===== config.mk =====
export PLATFORM = sky130hd
export DESIGN_NAME = star_record_box_filter_core
export DESIGN_NICKNAME = d
export VERILOG_FILES = /design/src/rtl/srbf_pkg.sv /design/src/rtl/star_record_box_filter_core.sv /design/src/rtl/srbf_cfg_regs.sv /design/src/rtl/srbf_window.sv /design/src/rtl/srbf_ra_split.sv /design/src/rtl/srbf_dec_split.sv
export SDC_FILE = /design/constraint.sdc
export NUM_CORES = 2
export LEC_CHECK = 0
export BUFFER_PORTS_ARGS = -buffer_cell sky130_fd_sc_hd__buf_2
export CORE_MARGIN = 4
export CORE_UTILIZATION = 49
export DETAILED_ROUTE_END_ITERATION = 7
export HOLD_SLACK_MARGIN = 0.02
export PLACE_DENSITY = 0.65
export SETUP_SLACK_MARGIN = 0.4
export SYNTH_ARGS = -nofsm -noshare
export SYNTH_HDL_FRONTEND = slang
export SYNTH_SLANG_ARGS = --single-unit

===== constraint.sdc =====
create_clock -name clk_i -period 28.1 [get_ports clk_i]
set_input_delay 5.62 -clock clk_i [delete_from_list [all_inputs] [get_ports clk_i]]
set_output_delay 5.62 -clock clk_i [all_outputs]
set_load 0.02 [all_outputs]

===== src/rtl/srbf_pkg.sv =====
// Shared widths, types, register codes and reciprocal constants for the star record box filter.
package srbf_pkg;

  // Field widths
  localparam int unsigned RA_W     = 29;
  localparam int unsigned DEC_W    = 28;
  localparam int unsigned MAG_W    = 16;
  localparam int unsigned CMAG_W   = 18;
  localparam int unsigned ERR_W    = 24;
  localparam int unsigned DATE_W   = 32;
  localparam int unsigned HK_W     = 2 * MAG_W;
  localparam int unsigned CFG_IDX_W  = 3;
  localparam int unsigned CFG_DATA_W = 29;

  // Result split widths
  localparam int unsigned HOURS_W  = 5;
  localparam int unsigned RMIN_W   = 6;
  localparam int unsigned RCS_W    = 13;
  localparam int unsigned DEG_W    = 8;
  localparam int unsigned DMIN_W   = 7;
  localparam int unsigned DSEC_W   = 11;

  // Pipeline depth: input register through result register
  localparam int unsigned NSTG     = 6;

  // Register reset values
  localparam logic [RA_W-1:0]           RA_LOW_RST   = RA_W'(0);
  localparam logic [RA_W-1:0]           RA_HIGH_RST  = RA_W'(360000000);
  localparam logic signed [DEC_W-1:0]   DEC_LOW_RST  = -DEC_W'(90000000);
  localparam logic signed [DEC_W-1:0]   DEC_HIGH_RST = DEC_W'(90000000);
  localparam logic signed [CMAG_W-1:0]  MAG_LOW_RST  = -CMAG_W'(99990);
  localparam logic signed [CMAG_W-1:0]  MAG_HIGH_RST = CMAG_W'(99990);

  // Register indexes
  typedef enum logic [CFG_IDX_W-1:0] {
    CFG_RA_LOW     = 3'd0,
    CFG_RA_HIGH    = 3'd1,
    CFG_WRAPS_ZERO = 3'd2,
    CFG_DEC_LOW    = 3'd3,
    CFG_DEC_HIGH   = 3'd4,
    CFG_MAG_LOW    = 3'd5,
    CFG_MAG_HIGH   = 3'd6
  } cfg_idx_e;

  // Window configuration
  typedef struct packed {
    logic [RA_W-1:0]          ra_low;
    logic [RA_W-1:0]          ra_high;
    logic                     wraps_zero;
    logic signed [DEC_W-1:0]  dec_low;
    logic signed [DEC_W-1:0]  dec_high;
    logic signed [CMAG_W-1:0] mag_low;
    logic signed [CMAG_W-1:0] mag_high;
  } cfg_t;

  // One star record as it travels the pipeline
  typedef struct packed {
    logic [RA_W-1:0]   ra;
    logic [DEC_W-1:0]  dec;
    logic [MAG_W-1:0]  j_mag;
    logic [MAG_W-1:0]  h_mag;
    logic [MAG_W-1:0]  k_mag;
    logic [ERR_W-1:0]  errors;
    logic [DATE_W-1:0] date;
  } rec_t;

  // Total RA centiseconds: floor(3 * ra / 125), 3 * ra below 2^31
  localparam int unsigned     CS_X_W = 31;
  localparam longint unsigned CS_DIV = 125;
  localparam int unsigned     CS_SH  = 38;
  localparam int unsigned     CS_M_W = 32;
  localparam logic [CS_M_W-1:0] CS_M =
    CS_M_W'(((64'd1 << CS_SH) + CS_DIV - 64'd1) / CS_DIV);
  localparam int unsigned     CS_P_W = CS_X_W + CS_M_W;
  localparam int unsigned     U_W    = 24;

  // Total declination deciseconds: floor(9 * |dec| / 250), 9 * |dec| below 2^31
  localparam int unsigned     DS_X_W = 31;
  localparam longint unsigned DS_DIV = 250;
  localparam int unsigned     DS_SH  = 39;
  localparam int unsigned     DS_M_W = 32;
  localparam logic [DS_M_W-1:0] DS_M =
    DS_M_W'(((64'd1 << DS_SH) + DS_DIV - 64'd1) / DS_DIV);
  localparam int unsigned     DS_P_W = DS_X_W + DS_M_W;
  localparam int unsigned     V_W    = 23;

  // Hours: centiseconds / 360000
  localparam longint unsigned HR_DIV = 360000;
  localparam int unsigned     HR_SH  = 43;
  localparam int unsigned     HR_M_W = 25;
  localparam logic [HR_M_W-1:0] HR_M =
    HR_M_W'(((64'd1 << HR_SH) + HR_DIV - 64'd1) / HR_DIV);
  localparam int unsigned     HR_P_W = U_W + HR_M_W;
  localparam int unsigned     HQ_W   = 6;
  localparam int unsigned     UREM_W = 19;

  // RA minutes: remainder / 6000
  localparam longint unsigned RM_DIV = 6000;
  localparam int unsigned     RM_SH  = 32;
  localparam int unsigned     RM_M_W = 20;
  localparam logic [RM_M_W-1:0] RM_M =
    RM_M_W'(((64'd1 << RM_SH) + RM_DIV - 64'd1) / RM_DIV);
  localparam int unsigned     RM_P_W = UREM_W + RM_M_W;

  // Degrees: deciseconds / 36000
  localparam longint unsigned DG_DIV = 36000;
  localparam int unsigned     DG_SH  = 39;
  localparam int unsigned     DG_M_W = 24;
  localparam logic [DG_M_W-1:0] DG_M =
    DG_M_W'(((64'd1 << DG_SH) + DG_DIV - 64'd1) / DG_DIV);
  localparam int unsigned     DG_P_W = V_W + DG_M_W;
  localparam int unsigned     DQ_W   = 8;
  localparam int unsigned     VREM_W = 16;

  // Declination minutes: remainder / 600
  localparam longint unsigned DM_DIV = 600;
  localparam int unsigned     DM_SH  = 26;
  localparam int unsigned     DM_M_W = 17;
  localparam logic [DM_M_W-1:0] DM_M =
    DM_M_W'(((64'd1 << DM_SH) + DM_DIV - 64'd1) / DM_DIV);
  localparam int unsigned     DM_P_W = VREM_W + DM_M_W;
  localparam int unsigned     DMQ_W  = 6;
  localparam int unsigned     DSM_W  = 10;

endpackage


===== src/rtl/star_record_box_filter_core.sv =====
// Top level: record pipeline, window test and sexagesimal split of catalog star records.
// Takes one star record per cycle while in_ready_o is high and returns it, split into RA
// hours/minutes/centiseconds and signed declination degrees/minutes/deciseconds, when it
// lies inside the RA, declination and J magnitude windows; a record outside any window is
// dropped. An accepted record lands in an input register, passes four stages that each
// do one reciprocal multiply or one quotient-times-divisor subtract per coordinate, and
// reaches the result register. Every stage moves on as soon as the one after it is free,
// so a stalled result holds only the stages behind it. Window registers are written
// through the configuration port, one index per register, always ready.
module star_record_box_filter_core import srbf_pkg::*; (
  input  logic                    clk_i,
  input  logic                    rst_ni,

  input  logic                    cfg_valid_i,
  output logic                    cfg_ready_o,
  input  logic [CFG_IDX_W-1:0]    cfg_index_i,
  input  logic [CFG_DATA_W-1:0]   cfg_data_i,

  input  logic                    in_valid_i,
  output logic                    in_ready_o,
  input  logic [RA_W-1:0]         ra_micro_i,
  input  logic signed [DEC_W-1:0] dec_micro_i,
  input  logic signed [MAG_W-1:0] j_mag_i,
  input  logic signed [MAG_W-1:0] h_mag_i,
  input  logic signed [MAG_W-1:0] k_mag_i,
  input  logic [ERR_W-1:0]        mag_errors_i,
  input  logic [DATE_W-1:0]       obs_date_i,

  output logic                     out_valid_o,
  input  logic                     out_ready_i,
  output logic [RA_W-1:0]          ra_out_o,
  output logic signed [DEC_W-1:0]  dec_out_o,
  output logic [HOURS_W-1:0]       ra_hours_o,
  output logic [RMIN_W-1:0]        ra_minutes_o,
  output logic [RCS_W-1:0]         ra_centiseconds_o,
  output logic signed [DEG_W-1:0]  dec_degrees_o,
  output logic signed [DMIN_W-1:0] dec_minutes_o,
  output logic signed [DSEC_W-1:0] dec_deciseconds_o,
  output logic signed [MAG_W-1:0]  j_mag_out_o,
  output logic [HK_W-1:0]          hk_mags_o,
  output logic [ERR_W-1:0]         errors_out_o,
  output logic [DATE_W-1:0]        date_out_o
);

  cfg_t              cfg;
  logic              pass;
  logic [NSTG-1:0]   valid_q, valid_d;
  logic [NSTG-1:0]   stage_rdy;
  rec_t              rec_q [NSTG];

  srbf_cfg_regs u_cfg (
    .clk_i       (clk_i),
    .rst_ni      (rst_ni),
    .cfg_valid_i (cfg_valid_i),
    .cfg_ready_o (cfg_ready_o),
    .cfg_index_i (cfg_index_i),
    .cfg_data_i  (cfg_data_i),
    .cfg_o       (cfg)
  );

  // Test the record held in the input register
  srbf_window u_window (
    .cfg_i   (cfg),
    .ra_i    (rec_q[0].ra),
    .dec_i   ($signed(rec_q[0].dec)),
    .j_mag_i ($signed(rec_q[0].j_mag)),
    .pass_o  (pass)
  );

  // A stage may load when it is empty or its contents move on
  always_comb begin
    stage_rdy[NSTG-1] = !valid_q[NSTG-1] || out_ready_i;
    for (int k = NSTG - 2; k >= 0; k--) begin
      stage_rdy[k] = !valid_q[k] || stage_rdy[k+1];
    end
  end

  assign in_ready_o = stage_rdy[0];

  // Advance valid flags; drop records that fail the window test
  always_comb begin
    valid_d = valid_q;
    if (stage_rdy[0]) begin
      valid_d[0] = in_valid_i;
    end
    if (stage_rdy[1]) begin
      valid_d[1] = valid_q[0] && pass;
    end
    for (int k = 2; k < NSTG; k++) begin
      if (stage_rdy[k]) begin
        valid_d[k] = valid_q[k-1];
      end
    end
  end

  always_ff @(posedge clk_i or negedge rst_ni) begin
    if (!rst_ni) begin
      valid_q <= '0;
    end else begin
      valid_q <= valid_d;
    end
  end

  // Carry the raw record alongside the split arithmetic
  always_ff @(posedge clk_i) begin
    if (stage_rdy[0]) begin
      rec_q[0].ra     <= ra_micro_i;
      rec_q[0].dec    <= dec_micro_i;
      rec_q[0].j_mag  <= j_mag_i;
      rec_q[0].h_mag  <= h_mag_i;
      rec_q[0].k_mag  <= k_mag_i;
      rec_q[0].errors <= mag_errors_i;
      rec_q[0].date   <= obs_date_i;
    end
    for (int k = 1; k < NSTG; k++) begin
      if (stage_rdy[k]) begin
        rec_q[k] <= rec_q[k-1];
      end
    end
  end

  srbf_ra_split u_ra_split (
    .clk_i             (clk_i),
    .en_i              (stage_rdy[NSTG-1:1]),
    .ra_i              (rec_q[0].ra),
    .ra_hours_o        (ra_hours_o),
    .ra_minutes_o      (ra_minutes_o),
    .ra_centiseconds_o (ra_centiseconds_o)
  );

  srbf_dec_split u_dec_split (
    .clk_i             (clk_i),
    .en_i              (stage_rdy[NSTG-1:1]),
    .dec_i             (rec_q[0].dec),
    .dec_degrees_o     (dec_degrees_o),
    .dec_minutes_o     (dec_minutes_o),
    .dec_deciseconds_o (dec_deciseconds_o)
  );

  // Result register
  assign out_valid_o  = valid_q[NSTG-1];
  assign ra_out_o     = rec_q[NSTG-1].ra;
  assign dec_out_o    = rec_q[NSTG-1].dec;
  assign j_mag_out_o  = rec_q[NSTG-1].j_mag;
  assign hk_mags_o    = {rec_q[NSTG-1].k_mag, rec_q[NSTG-1].h_mag};
  assign errors_out_o = rec_q[NSTG-1].errors;
  assign date_out_o   = rec_q[NSTG-1].date;

  // A full pipeline with a stalled result takes no new request
  assert property (@(posedge clk_i) disable iff (!rst_ni)
    ((&valid_q) && !out_ready_i) |-> !in_ready_o)
    else $error("request taken while pipeline is full and stalled");

  // RA minute and centisecond parts and declination deciseconds stay inside their unit
  assert property (@(posedge clk_i) disable iff (!rst_ni)
    out_valid_o |-> (ra_minutes_o <= RMIN_W'(59)) && (ra_centiseconds_o <= RCS_W'(5999))
                    && (dec_deciseconds_o <= 11'sd599) && (dec_deciseconds_o >= -11'sd599))
    else $error("sexagesimal split out of range");

  // Sub-degree parts of a negative declination are never positive
  assert property (@(posedge clk_i) disable iff (!rst_ni)
    (out_valid_o && dec_out_o[DEC_W-1]) |-> (dec_minutes_o <= 7'sd0)
                                            && (dec_deciseconds_o <= 11'sd0))
    else $error("declination parts lost the sign");

endmodule


===== src/rtl/srbf_cfg_regs.sv =====
// Window configuration registers with their reset values.
module srbf_cfg_regs import srbf_pkg::*; (
  input  logic                  clk_i,
  input  logic                  rst_ni,
  input  logic                  cfg_valid_i,
  output logic                  cfg_ready_o,
  input  logic [CFG_IDX_W-1:0]  cfg_index_i,
  input  logic [CFG_DATA_W-1:0] cfg_data_i,
  output cfg_t                  cfg_o
);

  cfg_t cfg_q, cfg_d;

  // Always take a write request
  assign cfg_ready_o = 1'b1;

  // Decode the register index; unknown indexes are dropped
  always_comb begin
    cfg_d = cfg_q;
    if (cfg_valid_i) begin
      unique case (cfg_idx_e'(cfg_index_i))
        CFG_RA_LOW:     cfg_d.ra_low     = cfg_data_i[RA_W-1:0];
        CFG_RA_HIGH:    cfg_d.ra_high    = cfg_data_i[RA_W-1:0];
        CFG_WRAPS_ZERO: cfg_d.wraps_zero = cfg_data_i[0];
        CFG_DEC_LOW:    cfg_d.dec_low    = cfg_data_i[DEC_W-1:0];
        CFG_DEC_HIGH:   cfg_d.dec_high   = cfg_data_i[DEC_W-1:0];
        CFG_MAG_LOW:    cfg_d.mag_low    = cfg_data_i[CMAG_W-1:0];
        CFG_MAG_HIGH:   cfg_d.mag_high   = cfg_data_i[CMAG_W-1:0];
        default:        cfg_d            = cfg_q;
      endcase
    end
  end

  always_ff @(posedge clk_i or negedge rst_ni) begin
    if (!rst_ni) begin
      cfg_q.ra_low     <= RA_LOW_RST;
      cfg_q.ra_high    <= RA_HIGH_RST;
      cfg_q.wraps_zero <= 1'b0;
      cfg_q.dec_low    <= DEC_LOW_RST;
      cfg_q.dec_high   <= DEC_HIGH_RST;
      cfg_q.mag_low    <= MAG_LOW_RST;
      cfg_q.mag_high   <= MAG_HIGH_RST;
    end else begin
      cfg_q <= cfg_d;
    end
  end

  assign cfg_o = cfg_q;

endmodule


===== src/rtl/srbf_window.sv =====
// Box test of one record against the RA, declination and J magnitude windows.
module srbf_window import srbf_pkg::*; (
  input  cfg_t                    cfg_i,
  input  logic [RA_W-1:0]         ra_i,
  input  logic signed [DEC_W-1:0] dec_i,
  input  logic signed [MAG_W-1:0] j_mag_i,
  output logic                    pass_o
);

  logic                     ra_ge;
  logic                     ra_le;
  logic                     ra_ok;
  logic                     dec_ok;
  logic                     mag_ok;
  logic signed [CMAG_W-1:0] j_ext;

  // RA: plain interval, or union of the two halves across zero
  assign ra_ge = (ra_i >= cfg_i.ra_low);
  assign ra_le = (ra_i <= cfg_i.ra_high);
  assign ra_ok = cfg_i.wraps_zero ? (ra_ge || ra_le) : (ra_ge && ra_le);

  // Declination window, inclusive bounds
  assign dec_ok = (dec_i >= cfg_i.dec_low) && (dec_i <= cfg_i.dec_high);

  // Sign-extend J to the bound width before comparing
  assign j_ext  = {{(CMAG_W - MAG_W){j_mag_i[MAG_W-1]}}, j_mag_i};
  assign mag_ok = (j_ext >= cfg_i.mag_low) && (j_ext <= cfg_i.mag_high);

  assign pass_o = ra_ok && dec_ok && mag_ok;

endmodule


===== src/rtl/srbf_ra_split.sv =====
// RA to hours, minutes and centiseconds of time over five register stages.
module srbf_ra_split import srbf_pkg::*; (
  input  logic                 clk_i,
  input  logic [NSTG-1:1]      en_i,
  input  logic [RA_W-1:0]      ra_i,
  output logic [HOURS_W-1:0]   ra_hours_o,
  output logic [RMIN_W-1:0]    ra_minutes_o,
  output logic [RCS_W-1:0]     ra_centiseconds_o
);

  logic [CS_X_W-1:0]  x3;
  logic [CS_P_W-1:0]  cs_prod;
  logic [HR_P_W-1:0]  hr_prod;
  logic [RM_P_W-1:0]  rm_prod;

  logic [U_W-1:0]     u1_q, u2_q;
  logic [HQ_W-1:0]    hq2_q, hq3_q, hq4_q;
  logic [UREM_W-1:0]  urem3_q, urem4_q;
  logic [RMIN_W-1:0]  mq4_q;
  logic [HOURS_W-1:0] hours_q;
  logic [RMIN_W-1:0]  minutes_q;
  logic [RCS_W-1:0]   centis_q;

  // Total centiseconds of time: 3 * ra / 125 by reciprocal
  assign x3      = CS_X_W'(ra_i) + CS_X_W'({ra_i, 1'b0});
  assign cs_prod = CS_P_W'(x3) * CS_P_W'(CS_M);

  always_ff @(posedge clk_i) begin
    if (en_i[1]) begin
      u1_q <= cs_prod[CS_SH +: U_W];
    end
  end

  // Hour quotient
  assign hr_prod = HR_P_W'(u1_q) * HR_P_W'(HR_M);

  always_ff @(posedge clk_i) begin
    if (en_i[2]) begin
      hq2_q <= hr_prod[HR_SH +: HQ_W];
      u2_q  <= u1_q;
    end
  end

  // Centiseconds left within the hour
  always_ff @(posedge clk_i) begin
    if (en_i[3]) begin
      urem3_q <= UREM_W'(u2_q - U_W'(U_W'(hq2_q) * U_W'(HR_DIV)));
      hq3_q   <= hq2_q;
    end
  end

  // Minute quotient
  assign rm_prod = RM_P_W'(urem3_q) * RM_P_W'(RM_M);

  always_ff @(posedge clk_i) begin
    if (en_i[4]) begin
      mq4_q   <= rm_prod[RM_SH +: RMIN_W];
      urem4_q <= urem3_q;
      hq4_q   <= hq3_q;
    end
  end

  // Final split, hours reduced to field width
  always_ff @(posedge clk_i) begin
    if (en_i[5]) begin
      hours_q   <= hq4_q[HOURS_W-1:0];
      minutes_q <= mq4_q;
      centis_q  <= RCS_W'(urem4_q - UREM_W'(UREM_W'(mq4_q) * UREM_W'(RM_DIV)));
    end
  end

  assign ra_hours_o        = hours_q;
  assign ra_minutes_o      = minutes_q;
  assign ra_centiseconds_o = centis_q;

endmodule


===== src/rtl/srbf_dec_split.sv =====
// Declination to signed degrees, arc minutes and arc deciseconds over five register stages.
module srbf_dec_split import srbf_pkg::*; (
  input  logic               clk_i,
  input  logic [NSTG-1:1]    en_i,
  input  logic [DEC_W-1:0]   dec_i,
  output logic [DEG_W-1:0]   dec_degrees_o,
  output logic [DMIN_W-1:0]  dec_minutes_o,
  output logic [DSEC_W-1:0]  dec_deciseconds_o
);

  logic [DEC_W-1:0]  mag;
  logic [DS_X_W-1:0] x9;
  logic [DS_P_W-1:0] ds_prod;
  logic [DG_P_W-1:0] dg_prod;
  logic [DM_P_W-1:0] dm_prod;

  logic [V_W-1:0]    v1_q, v2_q;
  logic [DQ_W-1:0]   dq2_q, dq3_q, dq4_q;
  logic [VREM_W-1:0] vrem3_q, vrem4_q;
  logic [DMQ_W-1:0]  dm4_q;
  logic              neg1_q, neg2_q, neg3_q, neg4_q;
  logic [DEG_W-1:0]  deg_q;
  logic [DMIN_W-1:0] min_q;
  logic [DSEC_W-1:0] dsec_q;
  logic [DSEC_W-1:0] dsec_mag;

  // Work on the magnitude; every part takes the sign of the declination
  assign mag     = dec_i[DEC_W-1] ? DEC_W'(-dec_i) : dec_i;
  assign x9      = DS_X_W'({mag, 3'b000}) + DS_X_W'(mag);
  assign ds_prod = DS_P_W'(x9) * DS_P_W'(DS_M);

  always_ff @(posedge clk_i) begin
    if (en_i[1]) begin
      v1_q   <= ds_prod[DS_SH +: V_W];
      neg1_q <= dec_i[DEC_W-1];
    end
  end

  // Degree quotient
  assign dg_prod = DG_P_W'(v1_q) * DG_P_W'(DG_M);

  always_ff @(posedge clk_i) begin
    if (en_i[2]) begin
      dq2_q  <= dg_prod[DG_SH +: DQ_W];
      v2_q   <= v1_q;
      neg2_q <= neg1_q;
    end
  end

  // Deciseconds left within the degree
  always_ff @(posedge clk_i) begin
    if (en_i[3]) begin
      vrem3_q <= VREM_W'(v2_q - V_W'(V_W'(dq2_q) * V_W'(DG_DIV)));
      dq3_q   <= dq2_q;
      neg3_q  <= neg2_q;
    end
  end

  // Arc minute quotient
  assign dm_prod = DM_P_W'(vrem3_q) * DM_P_W'(DM_M);

  always_ff @(posedge clk_i) begin
    if (en_i[4]) begin
      dm4_q   <= dm_prod[DM_SH +: DMQ_W];
      vrem4_q <= vrem3_q;
      dq4_q   <= dq3_q;
      neg4_q  <= neg3_q;
    end
  end

  assign dsec_mag = DSEC_W'(DSM_W'(vrem4_q - VREM_W'(VREM_W'(dm4_q) * VREM_W'(DM_DIV))));

  // Apply the sign and reduce to field widths
  always_ff @(posedge clk_i) begin
    if (en_i[5]) begin
      deg_q  <= neg4_q ? DEG_W'(DEG_W'(0) - DEG_W'(dq4_q)) : DEG_W'(dq4_q);
      min_q  <= neg4_q ? DMIN_W'(DMIN_W'(0) - DMIN_W'(dm4_q)) : DMIN_W'(dm4_q);
      dsec_q <= neg4_q ? DSEC_W'(DSEC_W'(0) - dsec_mag) : dsec_mag;
    end
  end

  assign dec_degrees_o     = deg_q;
  assign dec_minutes_o     = min_q;
  assign dec_deciseconds_o = dsec_q;

endmodule

==> metrics.txt <==
Setup CP Type input port to output port; Seq/Total Area, Yosys between 30% and 40%; clk sinks approximately 1,400; Final Hold Slack roughly 0.38 ns; hold_buf cts 0; ys async rst share between 10% and 20%; average via count per standard cell 5.17; Via Count 62,100; TNS Setup 0 ns; area leader, netlist edfxtp_1; Gate Count Post-Synth 8,428; leading cell type in the layout, fill and taps excluded inv_1; Critical Path Max Stage Delay slightly above 0.5 ns; DIE WIDTH around 480 um; Syn Nets between 10,000 and 15,000; num ports ~410; post-route clock period utilization between 40 and 50%; Final Hold Vio Count 0; Worst Tran Pin Value about 1.2 ns; number of synthesis warnings 0; Mean Syn Cell Area 12.8 sq um; slowest stage cell on the critical path nor2b_1; clock skew 0.0542 ns; clock buffer depth 3; cell family with the largest share of critical-path delay simple AND/OR/NAND/NOR gates; vias in the first global route approximately 67,000; Buffers & Inverters on Critical Path 2; gr ovfl total 0; cts bufs inserted around 150; Critical Path Source Type input port; synth unique cells 92; Synth top area share between 30% and 40%; # rows between 150 and 200; die area about 230,000 sq um; core box area between 200,000 and 250,000 sq um; Mapped Area approximately 110,000 sq um; final core utilization a little over half; Final Wtd Congestion 0.907; mux contribution to synthesized area less than 1%; Setup Fix Bufs, Post-CTS 0; post-CTS sizing 0; status complete, no violations; Critical Path Sink Type output port; Die H 477 um; top cells by area, synth edfxtp_1 (34%), fa_1 (23%), ha_1 (21%), inv_1 (7.5%), dfrtp_1 (2.5%); Synth Register Bits 1,365; Period minus WS final between 10 and 15 ns; Final Max Slew Viols 0; Setup-failing EPs final 0; area grow syn2layout 10.3%; initial antenna violation count 24; post-synthesis compound-gate area fraction between 4 and 5%; CP Cell Sequence buf_2 -> nor2b_1 -> and3_1 -> and3_1 -> nand2_4 -> buf_2; WP data arrival between 7 and 8 ns; post-synthesis simple-gate area fraction a little under 3%; Synth Flop Type edfxtp_1; HPWL Detailed around 200 mm; XOR/XNOR share of the synthesized area around 2.4%; First-pass DRT Iterations 6; Fmax 0.0758 GHz; initial drt markers between 3,000 and 4,000; CTS H-tree depth 4; layout net count 12,300; RSZ-0062 raised after global routing false; EDFF count, synth 1,208; Critical Path Fanout Max 17; Tot GR Track Use 21.8%; DR WL/cell between 20 and 25 um; HP Class register to register; Port-buffer cells 410; commonest non-fill, non-tap cells in the layout inv_1 (2,165), ha_1 (1,840), fa_1 (1,215), edfxtp_1 (1,208), buf_2 (409); Total Wirelength around 240 mm; # DRC 0; layout cell share with drive strength beyond 1 about a tenth; Starting Density approximately half; max_cap viols 0; Worst EP required 22.48 ns; main combinational cell family by area after synthesis adder cells; CTS tree done; CTS root buf clkbuf_16; fillcell total 18,100; Rel. slew slack between 20% and 30%; clk slew on worst S/H paths about 0.06 ns; adder-cell share of the synthesized area 43.9%; Worst-Skew Late Latency just over 0.8 ns; first-pass GRT wire length around 380 mm; antenna viol nets, final 0; largest net degree at the start of global routing 113
==> worst reg2reg max path, delay by kind of cell (launching register included) <==
kind	cells	cell delay [ns]
XOR/XNOR	3	1.51
flip-flops	1	0.36
buffers and inverters	8	1.24
AND/OR/NAND/NOR	5	1.02
AO/OA/AOI/OAI	12	2.95
adder cells (fa/ha/maj)	12	5.01
==> worst paths after layout <==
kind / from / to / slack [ns] / cells past startpoint
worst max register to register: rec_q[0][104]$_DFFE_PP_ / u_dec_split.v1_q[22]$_DFFE_PP_ / 15.73 / 40
max in group asynchronous: rst_ni / u_cfg.cfg_o[118]$_DFFE_PN0P_ / 21.70 / 2
worst min-delay path: rec_q[1][120]$_DFFE_PP_ / rec_q[2][120]$_DFFE_PP_ / 0.38 / 0
worst max-delay path: out_ready_i / in_ready_o / 14.90 / 6
worst min register to register: rec_q[1][120]$_DFFE_PP_ / rec_q[2][120]$_DFFE_PP_ / 0.38 / 0
min in group asynchronous: rst_ni / u_cfg.cfg_o[20]$_DFFE_PN0P_ / 4.84 / 1
==> cell type report <==
cell class                 count  area [sq um]  area share (%)
clock inverter                90          1130           0.949
clock buffer                 182          3850            3.24
timing repair buffer         482          2610            2.19
sequential                  1365         40300            33.8
inverter                    2170          8170            6.87
antenna                       10          25.0          0.0210
tap                         2854          3570            3.00
multi-input combinational   4849         59300            49.9
==> registers in the layout, summed over array words and instances, names as in the netlist, 11 cells and up <==
signal	count
u_ra_split.ra_centiseconds_o	13
u_dec_split.vrem3_q	16
u_dec_split.v2_q	16
u_dec_split.v1_q	23
u_ra_split.u2_q	19
u_cfg.cfg_o	151
u_ra_split.urem4_q	13
rec_q	966
u_ra_split.urem3_q	19
u_ra_split.u1_q	24
u_dec_split.dec_deciseconds_o	11
==> synthesized netlist by cell type (all sizes together), types with 8 or more instances <==
cell type	count
inv	2169
ha	1840
fa	1215
edfxtp	1208
a21oi	206
o21ai	201
a21o	196
xnor2	185
nand2	180
dfrtp	106
xor2	102
nor2	92
mux2	68
nand4	65
dfstp	51
nand3	44
nor2b	41
nor3	41
nand2b	40
clkbuf	36
o21bai	29
a211oi	25
o21a	23
or2	20
a31oi	19
and3	19
o31ai	16
nor4	14
and2	12
a2111oi	10
a221oi	10
or3	10
and4	8
buf	8
o2111ai	8
o41ai	8
==> metrics by stage <==
stage	instance area, sq um	setup slack (ns)	cells
floorplan	108000	12.89	8428
global placement	114000	14.93	11700
detailed placement	114000	14.88	11700
CTS	119000	14.89	12000
global route	119000	14.79	12000
finish	119000	14.90	12000
==> cell families after synthesis <==
family,count (synthesis)
fa+ha+maj,3058
compound gates,823
xor+xnor,288
flops,1365
buf+inv,2214
other cells,1
mux,70
simple gates,609
==> metal layers <==
layer	up-vias	GRT usage [%]	part of all wire, %
met2	1558	34.9	46
met5	-	0	0.050
li1	29000	-	-
met1	31100	30.5	45
met3	379	3.61	5.7
met4	22	7.13	3.6
Power is left out: the tool's default activity adds up to more than one toggle a clock period on the data nets, which glitch-free logic cannot reach.
